## src/hw/rtl/imu_dead_reckoning_integrator_unit_assert.svh

```systemverilog
// Assertion macros used by the integrator top level.
`ifndef IMU_DEAD_RECKONING_INTEGRATOR_UNIT_ASSERT_SVH
`define IMU_DEAD_RECKONING_INTEGRATOR_UNIT_ASSERT_SVH
// Same-cycle implication, sampled on the rising clock and idle during reset.
`define IMUDR_ASSERT_IMPL(label, ante, cons) \
   label: assert property (@(posedge clock) disable iff (reset) (ante) |-> (cons)) \
      else $error("integrator assertion failed");
// Next-cycle implication, sampled on the rising clock and idle during reset.
`define IMUDR_ASSERT_NEXT(label, ante, cons) \
   label: assert property (@(posedge clock) disable iff (reset) (ante) |=> (cons)) \
      else $error("integrator assertion failed");
`endif

```

## src/hw/rtl/imudr_pkg.sv

```systemverilog
// Package of types, constants and arithmetic helpers for the integrator.
`default_nettype none
package imudr_pkg;
   localparam int TIME_WIDTH_DEF   = 48;
   localparam int SAMPLE_WIDTH_DEF = 32;
   localparam int TIME_FRAC        = 20;
   localparam int SAMPLE_FRAC      = 16;
   localparam int STATE_FRAC       = 32;
   localparam int SHIFT_VEL        = TIME_FRAC;
   localparam int SHIFT_DV         = SAMPLE_FRAC + TIME_FRAC + 1 - STATE_FRAC;
   localparam int SHIFT_POS        = SAMPLE_FRAC + 2 * TIME_FRAC + 2 - STATE_FRAC;
   localparam int NUM_STEPS        = 16;
   localparam int STEP_W           = $clog2(NUM_STEPS);
   localparam int ACC_W            = 192;
   localparam int CSR_INDEX_W      = 3;
   localparam int NUM_AXES         = 3;

   localparam logic signed [31:0] GRAVITY_Z_RESET = 32'sd642690;
   localparam logic [63:0]        MAX_GAP_RESET   = 64'd1048576;

   typedef enum logic [CSR_INDEX_W-1:0] {
      CSR_GRAVITY_X, CSR_GRAVITY_Y, CSR_GRAVITY_Z, CSR_MAX_GAP,
      CSR_BIAS_X, CSR_BIAS_Y, CSR_BIAS_Z
   } imudr_csr_type;

   typedef enum logic [1:0] {
      KIND_LATCH, KIND_RESTART, KIND_INTEG
   } imudr_kind_type;

   typedef enum logic [2:0] {
      ST_IDLE, ST_RUN, ST_DRAIN, ST_FIN_A, ST_FIN_B, ST_DONE
   } imudr_state_type;

   typedef struct packed {
      logic              start;
      imudr_kind_type    kind;
      logic              mul_en;
      logic [STEP_W-1:0] step;
      logic              fin_a;
      logic              fin_b;
   } imudr_lane_ctrl_type;

   typedef struct packed {
      logic signed [63:0] pos;
      logic signed [63:0] vel;
      logic signed [31:0] omega;
   } imudr_axis_type;

   typedef struct packed {
      imudr_axis_type [NUM_AXES-1:0] axis;
      logic [31:0]                   rejected;
      logic [31:0]                   restarts;
   } imudr_result_type;

   // Magnitude shifted right (toward zero), signed and clamped to 64 bits.
   function automatic logic signed [63:0] sat_shrink(input logic neg,
                                                     input logic [ACC_W-1:0] mag,
                                                     input int unsigned sh);
      logic [ACC_W-1:0] shifted;
      logic             over;
      logic [63:0]      low;
      shifted = mag >> sh;
      over    = |shifted[ACC_W-1:64];
      low     = shifted[63:0];
      if (neg) begin
         if (over || low[63]) return {1'b1, 63'd0};
         return -$signed(low);
      end
      if (over || low[63]) return {1'b0, {63{1'b1}}};
      return $signed(low);
   endfunction

   function automatic logic signed [63:0] sat_add(input logic signed [63:0] a,
                                                  input logic signed [63:0] b);
      logic signed [63:0] s;
      s = a + b;
      if (!a[63] && !b[63] && s[63]) return {1'b0, {63{1'b1}}};
      if (a[63] && b[63] && !s[63]) return {1'b1, 63'd0};
      return s;
   endfunction
endpackage
`default_nettype wire

```

## src/hw/rtl/imudr_if.sv

```systemverilog
// Handshake interfaces for the sample and result channels.
`default_nettype none


interface imudr_rsp_if #(parameter int TIME_WIDTH = 48);
   logic                  valid;
   logic                  ready;
   logic signed [63:0]    pos_x, pos_y, pos_z;
   logic signed [63:0]    vel_x, vel_y, vel_z;
   logic signed [31:0]    omega_x, omega_y, omega_z;
   logic [31:0]           rejected_count;
   logic [31:0]           restart_count;
   logic [TIME_WIDTH-1:0] latched_time;
   modport source(output valid, pos_x, pos_y, pos_z, vel_x, vel_y, vel_z, omega_x, omega_y,
                  omega_z, rejected_count, restart_count, latched_time, input ready);
   modport sink(input valid, pos_x, pos_y, pos_z, vel_x, vel_y, vel_z, omega_x, omega_y,
                omega_z, rejected_count, restart_count, latched_time, output ready);
endinterface
`default_nettype wire

```

## src/hw/rtl/imudr_merge.sv

```systemverilog
// Output stage: gathers the three lanes and the tallies into one result register.
`default_nettype none
module imudr_merge
   import imudr_pkg::*;
#(
   parameter int TIME_WIDTH = TIME_WIDTH_DEF
) (
   input  wire logic                  clock,
   input  wire logic                  reset,
   input  wire logic                  load,
   input  wire imudr_result_type      result,
   input  wire logic [TIME_WIDTH-1:0] stamp,
   output logic                       can_load,
   imudr_rsp_if.source                rsp_ch
);
   logic                  valid_ff;
   imudr_result_type      data_ff;
   logic [TIME_WIDTH-1:0] stamp_ff;

   assign can_load = !valid_ff || rsp_ch.ready;

   always_ff @(posedge clock) begin
      if (reset) begin
         valid_ff <= 1'b0;
      end else if (load) begin
         valid_ff <= 1'b1;
      end else if (rsp_ch.ready) begin
         valid_ff <= 1'b0;
      end
   end

   always_ff @(posedge clock) begin
      if (load) begin
         data_ff  <= result;
         stamp_ff <= stamp;
      end
   end

   assign rsp_ch.valid          = valid_ff;
   assign rsp_ch.pos_x          = data_ff.axis[0].pos;
   assign rsp_ch.pos_y          = data_ff.axis[1].pos;
   assign rsp_ch.pos_z          = data_ff.axis[2].pos;
   assign rsp_ch.vel_x          = data_ff.axis[0].vel;
   assign rsp_ch.vel_y          = data_ff.axis[1].vel;
   assign rsp_ch.vel_z          = data_ff.axis[2].vel;
   assign rsp_ch.omega_x        = data_ff.axis[0].omega;
   assign rsp_ch.omega_y        = data_ff.axis[1].omega;
   assign rsp_ch.omega_z        = data_ff.axis[2].omega;
   assign rsp_ch.rejected_count = data_ff.rejected;
   assign rsp_ch.restart_count  = data_ff.restarts;
   assign rsp_ch.latched_time   = stamp_ff;
endmodule
`default_nettype wire

```

## src/flat_wrapper.sv

```systemverilog
// flat-port wrapper written by rule: the top's interface ports become plain ports
module imudr_merge_flat import imudr_pkg::*;
#(
   parameter int TIME_WIDTH = TIME_WIDTH_DEF
)
  (clock, reset, load, result, stamp, can_load, rsp_ch_valid, rsp_ch_pos_x, rsp_ch_pos_y, rsp_ch_pos_z, rsp_ch_vel_x, rsp_ch_vel_y, rsp_ch_vel_z, rsp_ch_omega_x, rsp_ch_omega_y, rsp_ch_omega_z, rsp_ch_rejected_count, rsp_ch_restart_count, rsp_ch_latched_time, rsp_ch_ready);
  imudr_rsp_if #(.TIME_WIDTH(TIME_WIDTH)) rsp_ch_i ();
  input  wire logic clock;
  input  wire logic reset;
  input  wire logic load;
  input  wire imudr_result_type result;
  input  wire logic [TIME_WIDTH-1:0] stamp;
  output logic can_load;
  output wire logic [$bits(rsp_ch_i.valid)-1:0] rsp_ch_valid;
  output wire logic [$bits(rsp_ch_i.pos_x)-1:0] rsp_ch_pos_x;
  output wire logic [$bits(rsp_ch_i.pos_y)-1:0] rsp_ch_pos_y;
  output wire logic [$bits(rsp_ch_i.pos_z)-1:0] rsp_ch_pos_z;
  output wire logic [$bits(rsp_ch_i.vel_x)-1:0] rsp_ch_vel_x;
  output wire logic [$bits(rsp_ch_i.vel_y)-1:0] rsp_ch_vel_y;
  output wire logic [$bits(rsp_ch_i.vel_z)-1:0] rsp_ch_vel_z;
  output wire logic [$bits(rsp_ch_i.omega_x)-1:0] rsp_ch_omega_x;
  output wire logic [$bits(rsp_ch_i.omega_y)-1:0] rsp_ch_omega_y;
  output wire logic [$bits(rsp_ch_i.omega_z)-1:0] rsp_ch_omega_z;
  output wire logic [$bits(rsp_ch_i.rejected_count)-1:0] rsp_ch_rejected_count;
  output wire logic [$bits(rsp_ch_i.restart_count)-1:0] rsp_ch_restart_count;
  output wire logic [$bits(rsp_ch_i.latched_time)-1:0] rsp_ch_latched_time;
  input wire logic [$bits(rsp_ch_i.ready)-1:0] rsp_ch_ready;
  assign rsp_ch_valid = rsp_ch_i.valid;
  assign rsp_ch_pos_x = rsp_ch_i.pos_x;
  assign rsp_ch_pos_y = rsp_ch_i.pos_y;
  assign rsp_ch_pos_z = rsp_ch_i.pos_z;
  assign rsp_ch_vel_x = rsp_ch_i.vel_x;
  assign rsp_ch_vel_y = rsp_ch_i.vel_y;
  assign rsp_ch_vel_z = rsp_ch_i.vel_z;
  assign rsp_ch_omega_x = rsp_ch_i.omega_x;
  assign rsp_ch_omega_y = rsp_ch_i.omega_y;
  assign rsp_ch_omega_z = rsp_ch_i.omega_z;
  assign rsp_ch_rejected_count = rsp_ch_i.rejected_count;
  assign rsp_ch_restart_count = rsp_ch_i.restart_count;
  assign rsp_ch_latched_time = rsp_ch_i.latched_time;
  assign rsp_ch_i.ready = rsp_ch_ready;
  imudr_merge #(.TIME_WIDTH(TIME_WIDTH)) u_core (.clock(clock), .reset(reset), .load(load), .result(result), .stamp(stamp), .can_load(can_load), .rsp_ch(rsp_ch_i));
endmodule
```

## config.mk

```make
export PLATFORM = sky130hd
export DESIGN_NAME = imudr_merge_flat
export DESIGN_NICKNAME = d
export VERILOG_FILES = /design/src/hw/rtl/imu_dead_reckoning_integrator_unit_assert.svh /design/src/hw/rtl/imudr_pkg.sv /design/src/hw/rtl/imudr_if.sv /design/src/hw/rtl/imudr_merge.sv /design/src/flat_wrapper.sv
export SDC_FILE = /design/constraint.sdc
export NUM_CORES = 1
export LEC_CHECK = 0
export BUFFER_PORTS_ARGS = -buffer_cell sky130_fd_sc_hd__buf_4
export CAP_MARGIN = 10
export CORE_AREA = 3 3 464 466
export DETAILED_ROUTE_END_ITERATION = 8
export DIE_AREA = 0 0 467 469
export SYNTH_ARGS = -nofsm -noshare
export SYNTH_HDL_FRONTEND = slang
export SYNTH_SLANG_ARGS = --single-unit
```

## constraint.sdc

```tcl
create_clock -name clock -period 0.8 [get_ports clock]
set_clock_uncertainty 0.1 [all_clocks]
set_input_delay 0.08 -clock clock [delete_from_list [all_inputs] [get_ports clock]]
set_output_delay 0.08 -clock clock [all_outputs]
set_load 0.02 [all_outputs]
```

==> results of run 1 <==
state kept, by name, summed over array words and instances, names as in the netlist:
register                      flops
u_core.rsp_ch.latched_time       48
u_core.rsp_ch.vel_z              64
u_core.rsp_ch.valid               1
u_core.rsp_ch.restart_count      32
u_core.rsp_ch.pos_x              64
u_core.rsp_ch.omega_x            32
u_core.rsp_ch.omega_y            32
u_core.rsp_ch.rejected_count     32
u_core.rsp_ch.pos_z              64
u_core.rsp_ch.pos_y              64
u_core.rsp_ch.omega_z            32
u_core.rsp_ch.vel_y              64
u_core.rsp_ch.vel_x              64
routing by layer:
| metal | vias to the layer above | track usage | part of all wire |
|---|---|---|---|
| li1 | 6277 | - | - |
| met1 | 7434 | 0.1473 | 0.32 |
| met2 | 1288 | 0.2628 | 0.47 |
| met3 | 372 | 0.1256 | 0.18 |
| met4 | 20 | 0.03887 | 0.035 |
| met5 | - | 0.01472 | 0.0031 |
synthesized netlist by cell type, drive strengths merged:
cell    count
dfxtp       1
inv         1
a21oi       1
nand2b      1
edfxtp    592
metrics by stage:
| stage | instance area [um2] | hold slack [ns] | cells | utilization | setup WS [ns] |
|---|---|---|---|---|---|
| 6_report | 41500 | -0.3267 | 5396 | 0.1961 | -0.8192 |
| 5_1_grt | 41460 | -0.3819 | 5380 | 0.1959 | -0.8918 |
| 4_1_cts | 41370 | -0.5172 | 5360 | 0.1954 | -0.9464 |
| 3_5_place_dp | 30740 | 0.1467 | 4640 | 0.1452 | -0.4611 |
| 3_3_place_gp | 30740 | 0.1426 | 4640 | 0.1452 | -0.4471 |
| 2_1_floorplan | 17820 | 0.03508 | 596 | - | 0.01969 |
power groups by stage:
stage          logic, mW  registers [mW]  clock network, mW
2_1_floorplan     0.0121            41.5                  0
3_3_place_gp        14.0            39.0                  0
3_5_place_dp        13.9            39.0                  0
4_1_cts             18.4            38.9               35.9
5_1_grt             19.0            38.9               37.2
6_report            18.0            38.8               34.8
timing repair:
action / in CTS / in global routing
endpoints found under the hold margin: 1167 / 698
resized for setup: 586 / 11
setup endpoints to repair: 594 / 1187
hold buffers: 594 / 1
buffers inserted: 0 / 1
how the worst min path moves through the flow:
stage	end	start
after floorplan	u_core.rsp_ch.valid$_SDFFE_PP0P_	reset
after global placement	u_core.rsp_ch.valid$_SDFFE_PP0P_	reset
after detailed placement	u_core.rsp_ch.valid$_SDFFE_PP0P_	reset
after CTS	u_core.rsp_ch.valid$_SDFFE_PP0P_	rsp_ch_ready
after global routing	u_core.rsp_ch.valid$_SDFFE_PP0P_	rsp_ch_ready
final	u_core.rsp_ch.valid$_SDFFE_PP0P_	rsp_ch_ready
logic make-up after synthesis:
group,after synthesis,share of synthesized area
flip-flops,593,0.9985
AO/OA/AOI/OAI,1,0.0004915
buffers and inverters,1,0.0002104
AND/OR/NAND/NOR,1,0.0007720
cell type report:
type / count / area (um2)
multi-input cells: 2 / 22.52
fillers: 22530 / 170200
well taps: 2821 / 3530
flip-flops and latches: 593 / 17800
clock inverters: 50 / 683.2
clock buffers: 76 / 1795
diodes: 35 / 87.58
inverters: 1 / 3.754
repair buffers: 1818 / 17580
==> impl_metrics.csv, run 1 <==
group,metric,value,unit
cts,clockBufferDepth,3,
die,dieArea,219000,um2
drt,first_iter_violations,1020,
die,core_area,211700,um2
power,p_leak,16.19,nW
grt,grt_start_max_net_pins,59,
power,swShare,0.2843,
die,start_util,0.08421,
sta,holdWs,-0.3267,ns
drt,ant_nets,0,
grt,gr-total-overflow,0,
drt,vias_per_cell,2.852,
layout,final_nets,3083,
critical_path,reg2regPathDepth,3,
placed_design,io_buffers,1189,
drt,via_count,15390,
power,intPower,65.49,mW
hold_path,hp-class,"input pin to flop",
drt,wl,179.2,mm
layout,syn2layout_area_growth,132.9,%
synth,yosysWarnings,0,
critical_path,startpoint,"u_core.rsp_ch.vel_y[18]$_DFFE_PP_",
cts,clock_sinks,593,
critical_path,crit_buf_inv,1,
synth,ys_ff_latch,593,
die,rows,169,
drt,wl_per_cell,33.21,um
synth,yosysTopAreaCell,"edfxtp_1",
synth,netlist.area_leader.share,0.9974,
drt,drt_first_pass_iters,5,
critical_path,startpoint_type,"flop",
power,p_seq_frac,0.423,
power,p_per_area,2205,nW/um2
outcome,failed_checks,"negative hold slack, negative setup slack",
synth,synth_nets,1192,
placed_design,gp_congestion,0.8964,
grt,grt_pass1_vias,16550,
synth,synthTopCellsByArea,"edfxtp_1 (100%), dfxtp_1 (0.11%), nand2b_4 (0.077%), a21oi_2 (0.049%), inv_1 (0.021%)",
synth,synth_area_per_cell,29.90,um2
cts,numCtsBuffers,71,
cts,htree_levels,3,
sta,timing.slew.headroom,0.5306,
sta,period_minus_slack,1.619,ns
critical_path,crit_chain,"buf_6",
synth,ys_types,5,
sta,fmax,617.6,MHz
critical_path,crit_family,"flip-flops",
cts,clkTransAtPathRegs,0.06,ns
cts,clk_latency,0.69,ns
critical_path,r2r_slack,-0.04,ns
sta,rsz0062_at_grt,"yes",
critical_path,rr_startpoint,"u_core.rsp_ch.valid$_SDFFE_PP0P_",
sta,period_share,2.024,
sta,tightest_slew,0.7017,ns
cts,cts_tree,"built",
layout,drive_above_1_share,0.5268,
critical_path,cp.required,0.62,ns
cts,clockRootBuffer,"clkbuf_16",
hold_path,whs_path_depth,4,
sta,postLayoutSetupSlackWorst,-0.8192,ns
grt,grt_use_total,0.1572,
critical_path,slowest_stage,"edfxtp_1",
sta,fin_tns_setup,-746.91,ns
power,total_power,91.51,mW
layout,mostFrequentLayoutCells,"buf_4 (613), dlygate4sd3_1 (594), buf_6 (592), edfxtp_1 (592), clkbuf_16 (71)",
grt,antenna_found_initial,133,
power,clockPowerShare,0.380,
power,combPwrFrac,0.196,
critical_path,crit_arrival,1.44,ns
die,die_w,467,um
grt,grt_pass1_wl,210.7,mm
synth,syn_inst,596,
critical_path,r2r-end,"u_core.rsp_ch.valid$_SDFFE_PP0P_",
run,drv_cap,0,
drt,drc,0,
die,die_height,469,um
sta,hold_viol,9,
sta,setup_viol,1187,
critical_path,crit_end,"rsp_ch_vel_y[18]",
die,ios,1190,
placed_design,dpl.hpwl,157.9,mm
sta,final_max_slew_viol_count,0,
critical_path,crit_fanout,1,
outcome,outcome,"complete, but fails checks",
critical_path,critPathMaxStageDelay,0.53,ns
synth,ys_seq_area_frac,0.9985,
power,vdd.ir_drop.worst,1.689,mV
critical_path,path_class,"flop to output port",
layout,layout_commonest_cell,"buf_4",
synth,netlist_area,17820,um2
power,p_switching,26.02,mW
critical_path,critical_path_depth,1,
critical_path,worstSetupEndpointType,"output port",
No activity file was read; power rests on OpenSTA's default activity.
==> run 2: changes to the inputs <==
--- a/config.mk
+++ b/config.mk
@@ -5,7 +5,7 @@
 export SDC_FILE = /design/constraint.sdc
 export NUM_CORES = 1
 export LEC_CHECK = 0
-export BUFFER_PORTS_ARGS = -buffer_cell sky130_fd_sc_hd__buf_4
+export BUFFER_PORTS_ARGS = -buffer_cell sky130_fd_sc_hd__buf_2
 export CAP_MARGIN = 10
 export CORE_AREA = 3 3 464 466
 export DETAILED_ROUTE_END_ITERATION = 8
==> impl_metrics.csv, run 2 (synthesis gave the netlist of run 1 again) <==
group,metric,value,unit
cts,clockRootBuffer,"clkbuf_16",
cts,htree_levels,3,
outcome,outcome,"complete, but fails checks",
placed_design,place_area,28990,um2
critical_path,crit_family,"flip-flops",
layout,mostFrequentLayoutCells,"buf_2 (623), dlygate4sd3_1 (594), edfxtp_1 (592)",
drt,wl,180.2,mm
layout,design_area,40380,um2
grt,grt_pass1_vias,16240,
cts,clkTransAtPathRegs,0.07,ns
grt,grt_use_total,0.1573,
power,p_seq_frac,0.434,
cts,clock_sinks,593,
placed_design,gp_congestion,0.9133,
sta,fmax,613.5,MHz
critical_path,critPathMaxStageDelay,0.55,ns
sta,timing.slew.headroom,0.5299,
die,ios,1190,
grt,grt_start_max_net_pins,59,
die,rows,169,
sta,holdWs,-0.2852,ns
critical_path,path_class,"flop to output port",
die,start_util,0.08421,
sta,final_max_slew_viol_count,0,
layout,fillCellCount,22530,
grt,grt_pass1_wl,210.2,mm
power,clockPowerShare,0.371,
grt,gr-total-overflow,0,
drt,ant_nets,0,
cts,clk_latency,0.66,ns
layout,layout_commonest_cell,"buf_2",
die,die_height,469,um
run,drv_cap,0,
sta,period_minus_slack,1.630,ns
layout,final_util,0.1908,
sta,rsz0062_at_grt,"yes",
layout,multiInputGateArea,22.52,um2
layout,final_nets,3081,
power,p_leak,15.80,nW
critical_path,cp.required,0.62,ns
hold_path,hp-class,"input pin to flop",
critical_path,crit_fanout,1,
cts,cts_tree,"built",
sta,period_share,2.038,
cts,clockBufferDepth,3,
power,p_switching,25.71,mW
sta,hold_viol,1,
die,dieArea,219000,um2
critical_path,crit_buf_inv,1,
cts,numCtsBuffers,71,
critical_path,crit_chain,"buf_6",
critical_path,crit_arrival,1.45,ns
drt,drc,0,
die,die_w,467,um
critical_path,slowest_stage,"edfxtp_1",
critical_path,worstSetupEndpointType,"output port",
power,combPwrFrac,0.195,
sta,tightest_slew,0.7028,ns
outcome,failed_checks,"negative hold slack, negative setup slack",
placed_design,io_buffers,1189,
power,intPower,63.96,mW
power,vdd.ir_drop.worst,1.570,mV
power,p_per_area,2221,nW/um2
drt,vias_per_cell,2.874,
grt,antenna_found_initial,117,
sta,setup_viol,1187,
critical_path,startpoint_type,"flop",
sta,postLayoutSetupSlackWorst,-0.8300,ns
drt,first_iter_violations,1030,
drt,drt_first_pass_iters,4,
power,total_power,89.67,mW
placed_design,dpl.hpwl,157.8,mm
drt,wl_per_cell,33.41,um
die,core_area,211700,um2
layout,seqCellArea,17800,um2
power,swShare,0.2867,
drt,via_count,15500,
layout,drive_above_1_share,0.5250,
layout,syn2layout_area_growth,126.5,%
## run 2: layout make-up
class / count / share of cell area
diodes: 33 / 0.002045
repair buffers: 1816 / 0.4113
inverters: 1 / 0.00009297
clock buffers: 87 / 0.04602
well taps: 2821 / 0.08742
clock inverters: 40 / 0.01168
multi-input cells: 2 / 0.0005578
flip-flops and latches: 593 / 0.4409
## run 2: power groups by stage
| stage | registers [mW] | clock network (mW) | logic (mW) |
|---|---|---|---|
| after floorplan | 41.5 | 0 | 0.0121 |
| after global placement | 39.1 | 0 | 12.8 |
| after detailed placement | 39.1 | 0 | 12.8 |
| after CTS | 39.0 | 34.3 | 17.7 |
| after global routing | 39.1 | 35.5 | 18.6 |
| final | 38.9 | 33.3 | 17.5 |
## run 2: repair_timing
action	4_1_cts	5_1_grt
endpoints found under the setup margin	594	1187
gates resized for setup	865	102
setup buffers	0	1
hold buffers	594	1
hold endpoints to repair	1069	309
## run 2: final timing paths
kind / start / to / slack [ns] / depth (start not counted)
max reg2reg: u_core.rsp_ch.valid$_SDFFE_PP0P_ / u_core.rsp_ch.valid$_SDFFE_PP0P_ / -0.05 / 3
min: rsp_ch_ready / u_core.rsp_ch.valid$_SDFFE_PP0P_ / -0.29 / 4
max: u_core.rsp_ch.pos_z[34]$_DFFE_PP_ / rsp_ch_pos_z[34] / -0.83 / 1
min reg2reg: u_core.rsp_ch.valid$_SDFFE_PP0P_ / u_core.rsp_ch.valid$_SDFFE_PP0P_ / 0.53 / 3
## run 2: worst min-delay path: cells and delay by family
family | cells | cell delay (ns)
AO/OA/AOI/OAI | 1 | 0.04
AND/OR/NAND/NOR | 1 | 0.13
buffers and inverters | 2 | 0.19
## run 2: metal layers
layer  up-vias  routed length, um  global-route usage
li1       6278                  -                   -
met3       357              33710              0.1296
met1      7486              55960              0.1446
met4        14               6357             0.04254
met5         -                196            0.004113
met2      1362              83970              0.2631
## run 2: stage by stage
stage	worst slack, ns	setup TNS, ns	instances
6_report	-0.8300	-745.71	5393
5_1_grt	-0.8638	-829.73	5371
4_1_cts	-0.9216	-833.94	5359
3_5_place_dp	-0.4403	-211.18	4638
3_3_place_gp	-0.4341	-203.70	4638
2_1_floorplan	0.01969	0	596
==> run 3: changes to the inputs <==
==> constraint.sdc (replaced) <==
create_clock -name clock -period 0.8 [get_ports clock]
set_clock_uncertainty 0.1 [all_clocks]
set_input_delay 0.16 -clock clock [delete_from_list [all_inputs] [get_ports clock]]
set_output_delay 0.16 -clock clock [all_outputs]
set_load 0.02 [all_outputs]
==> impl_metrics.csv, run 3 (synthesis gave the netlist of run 1 again) <==
group,metric,value,unit
critical_path,cp.required,0.54,ns
cts,clockRootBuffer,"clkbuf_16",
sta,period_minus_slack,1.738,ns
layout,drive_above_1_share,0.5244,
cts,cts_tree,"built",
die,core_area,211700,um2
critical_path,crit_family,"flip-flops",
outcome,failed_checks,"negative hold slack, negative setup slack",
layout,fillCellCount,22440,
drt,drc,0,
layout,mostFrequentLayoutCells,"buf_2 (628), dlygate4sd3_1 (594), edfxtp_1 (592)",
layout,instances_no_fill,5411,
sta,rsz0062_at_grt,"yes",
drt,wl_per_cell,33.32,um
power,vdd.ir_drop.worst,1.689,mV
placed_design,gp_congestion,0.9256,
outcome,outcome,"complete, but fails checks",
power,clockPowerShare,0.371,
cts,clockBufferDepth,3,
drt,drt_first_pass_iters,6,
critical_path,startpoint_type,"flop",
layout,final_nets,3082,
power,total_power,90.44,mW
run,drv_cap,0,
critical_path,worstSetupEndpointType,"output port",
placed_design,dp.cells,4638,
drt,vias_per_cell,2.879,
power,p_seq_frac,0.432,
sta,setup_viol,1187,
sta,fmax,575.5,MHz
critical_path,crit_fanout,1,
layout,layout_commonest_cell,"buf_2",
die,die_height,469,um
layout,multiInputGateArea,22.52,um2
sta,hold_viol,1,
power,intPower,64.25,mW
sta,timing.slew.headroom,0.4541,
die,die_w,467,um
sta,tightest_slew,0.8162,ns
critical_path,crit_arrival,1.48,ns
power,swShare,0.2896,
critical_path,critPathMaxStageDelay,0.55,ns
power,combPwrFrac,0.197,
grt,grt_start_max_net_pins,59,
grt,gr-total-overflow,0,
power,p_leak,16.01,nW
sta,holdWs,-0.2524,ns
placed_design,place_area,29770,um2
layout,seqCellArea,17800,um2
drt,first_iter_violations,1057,
placed_design,dpl.hpwl,157.7,mm
sta,period_share,2.172,
die,start_util,0.08421,
cts,numCtsBuffers,72,
layout,syn2layout_area_growth,129.5,%
die,rows,169,
placed_design,io_buffers,1189,
critical_path,slowest_stage,"edfxtp_1",
grt,grt_pass1_wl,210.8,mm
layout,design_area,40900,um2
power,p_per_area,2211,nW/um2
die,dieArea,219000,um2
die,ios,1190,
critical_path,crit_chain,"buf_6",
critical_path,path_class,"flop to output port",
hold_path,hp-class,"input pin to flop",
cts,clk_latency,0.70,ns
power,p_switching,26.20,mW
drt,ant_nets,0,
cts,clock_sinks,593,
cts,clkTransAtPathRegs,0.07,ns
drt,via_count,15580,
critical_path,crit_buf_inv,1,
drt,wl,180.3,mm
sta,postLayoutSetupSlackWorst,-0.9375,ns
cts,htree_levels,3,
grt,grt_pass1_vias,16400,
sta,final_max_slew_viol_count,0,
grt,antenna_found_initial,120,
grt,grt_use_total,0.1576,
-- run 3: routing by layer --
| layer | global-route usage | share of wire | wire [um] | up-vias |
|---|---|---|---|---|
| met1 | 0.1445 | 0.31 | 55570 | 7509 |
| met4 | 0.04235 | 0.033 | 5954 | 12 |
| met2 | 0.2639 | 0.47 | 84540 | 1405 |
| met5 | 0.01039 | 0.0022 | 389 | - |
| li1 | - | - | - | 6306 |
| met3 | 0.1291 | 0.19 | 33830 | 348 |
-- run 3: timing repair --
action,CTS,global route
hold buffers,594,1
setup endpoints to repair,594,1187
buffers inserted,1,0
hold endpoints to repair,756,64
pin swaps,0,0
resized for setup,756,100
-- run 3: final timing paths --
check | from | endpoint | slack, ns | cells after the start
setup / recovery | u_core.rsp_ch.vel_y[18]$_DFFE_PP_ | rsp_ch_vel_y[18] | -0.94 | 1
hold / removal | rsp_ch_ready | u_core.rsp_ch.valid$_SDFFE_PP0P_ | -0.25 | 4
setup reg to reg | u_core.rsp_ch.valid$_SDFFE_PP0P_ | u_core.rsp_ch.valid$_SDFFE_PP0P_ | -0.05 | 3
hold reg to reg | u_core.rsp_ch.valid$_SDFFE_PP0P_ | u_core.rsp_ch.valid$_SDFFE_PP0P_ | 0.52 | 3
-- run 3: per-stage QoR --
stage	TNS, ns	utilization	setup slack (ns)
2_1_floorplan	0	-	0.01969
3_3_place_gp	-279.59	0.1406	-0.5221
3_5_place_dp	-288.08	0.1406	-0.5341
4_1_cts	-969.36	0.1913	-1.041
5_1_grt	-982.69	0.1929	-0.9737
6_report	-896.22	0.1932	-0.9375
-- run 3: layout make-up --
class / instances / area share
flip-flops and latches: 593 / 0.4352
repair buffers: 1816 / 0.4164
well taps: 2821 / 0.08630
clock buffers: 85 / 0.04524
clock inverters: 47 / 0.01340
diodes: 46 / 0.002814
multi-input cells: 2 / 0.0005506
inverters: 1 / 0.00009177
-- run 3: power by group through the flow --
stage,sequential [mW],clock (mW),combinational (mW)
final,39.1,33.6,17.8
after global routing,39.2,36.0,18.9
after CTS,39.1,34.7,18.1
after detailed placement,39.3,0,13.4
after global placement,39.3,0,13.4
after floorplan,41.5,0,0.0121
-- run 3: tightest hold or removal path, cell delays in order --
cell and delay, ns:
buf_2 0.08, nand2b_4 0.13, buf_4 0.10, a21oi_2 0.04
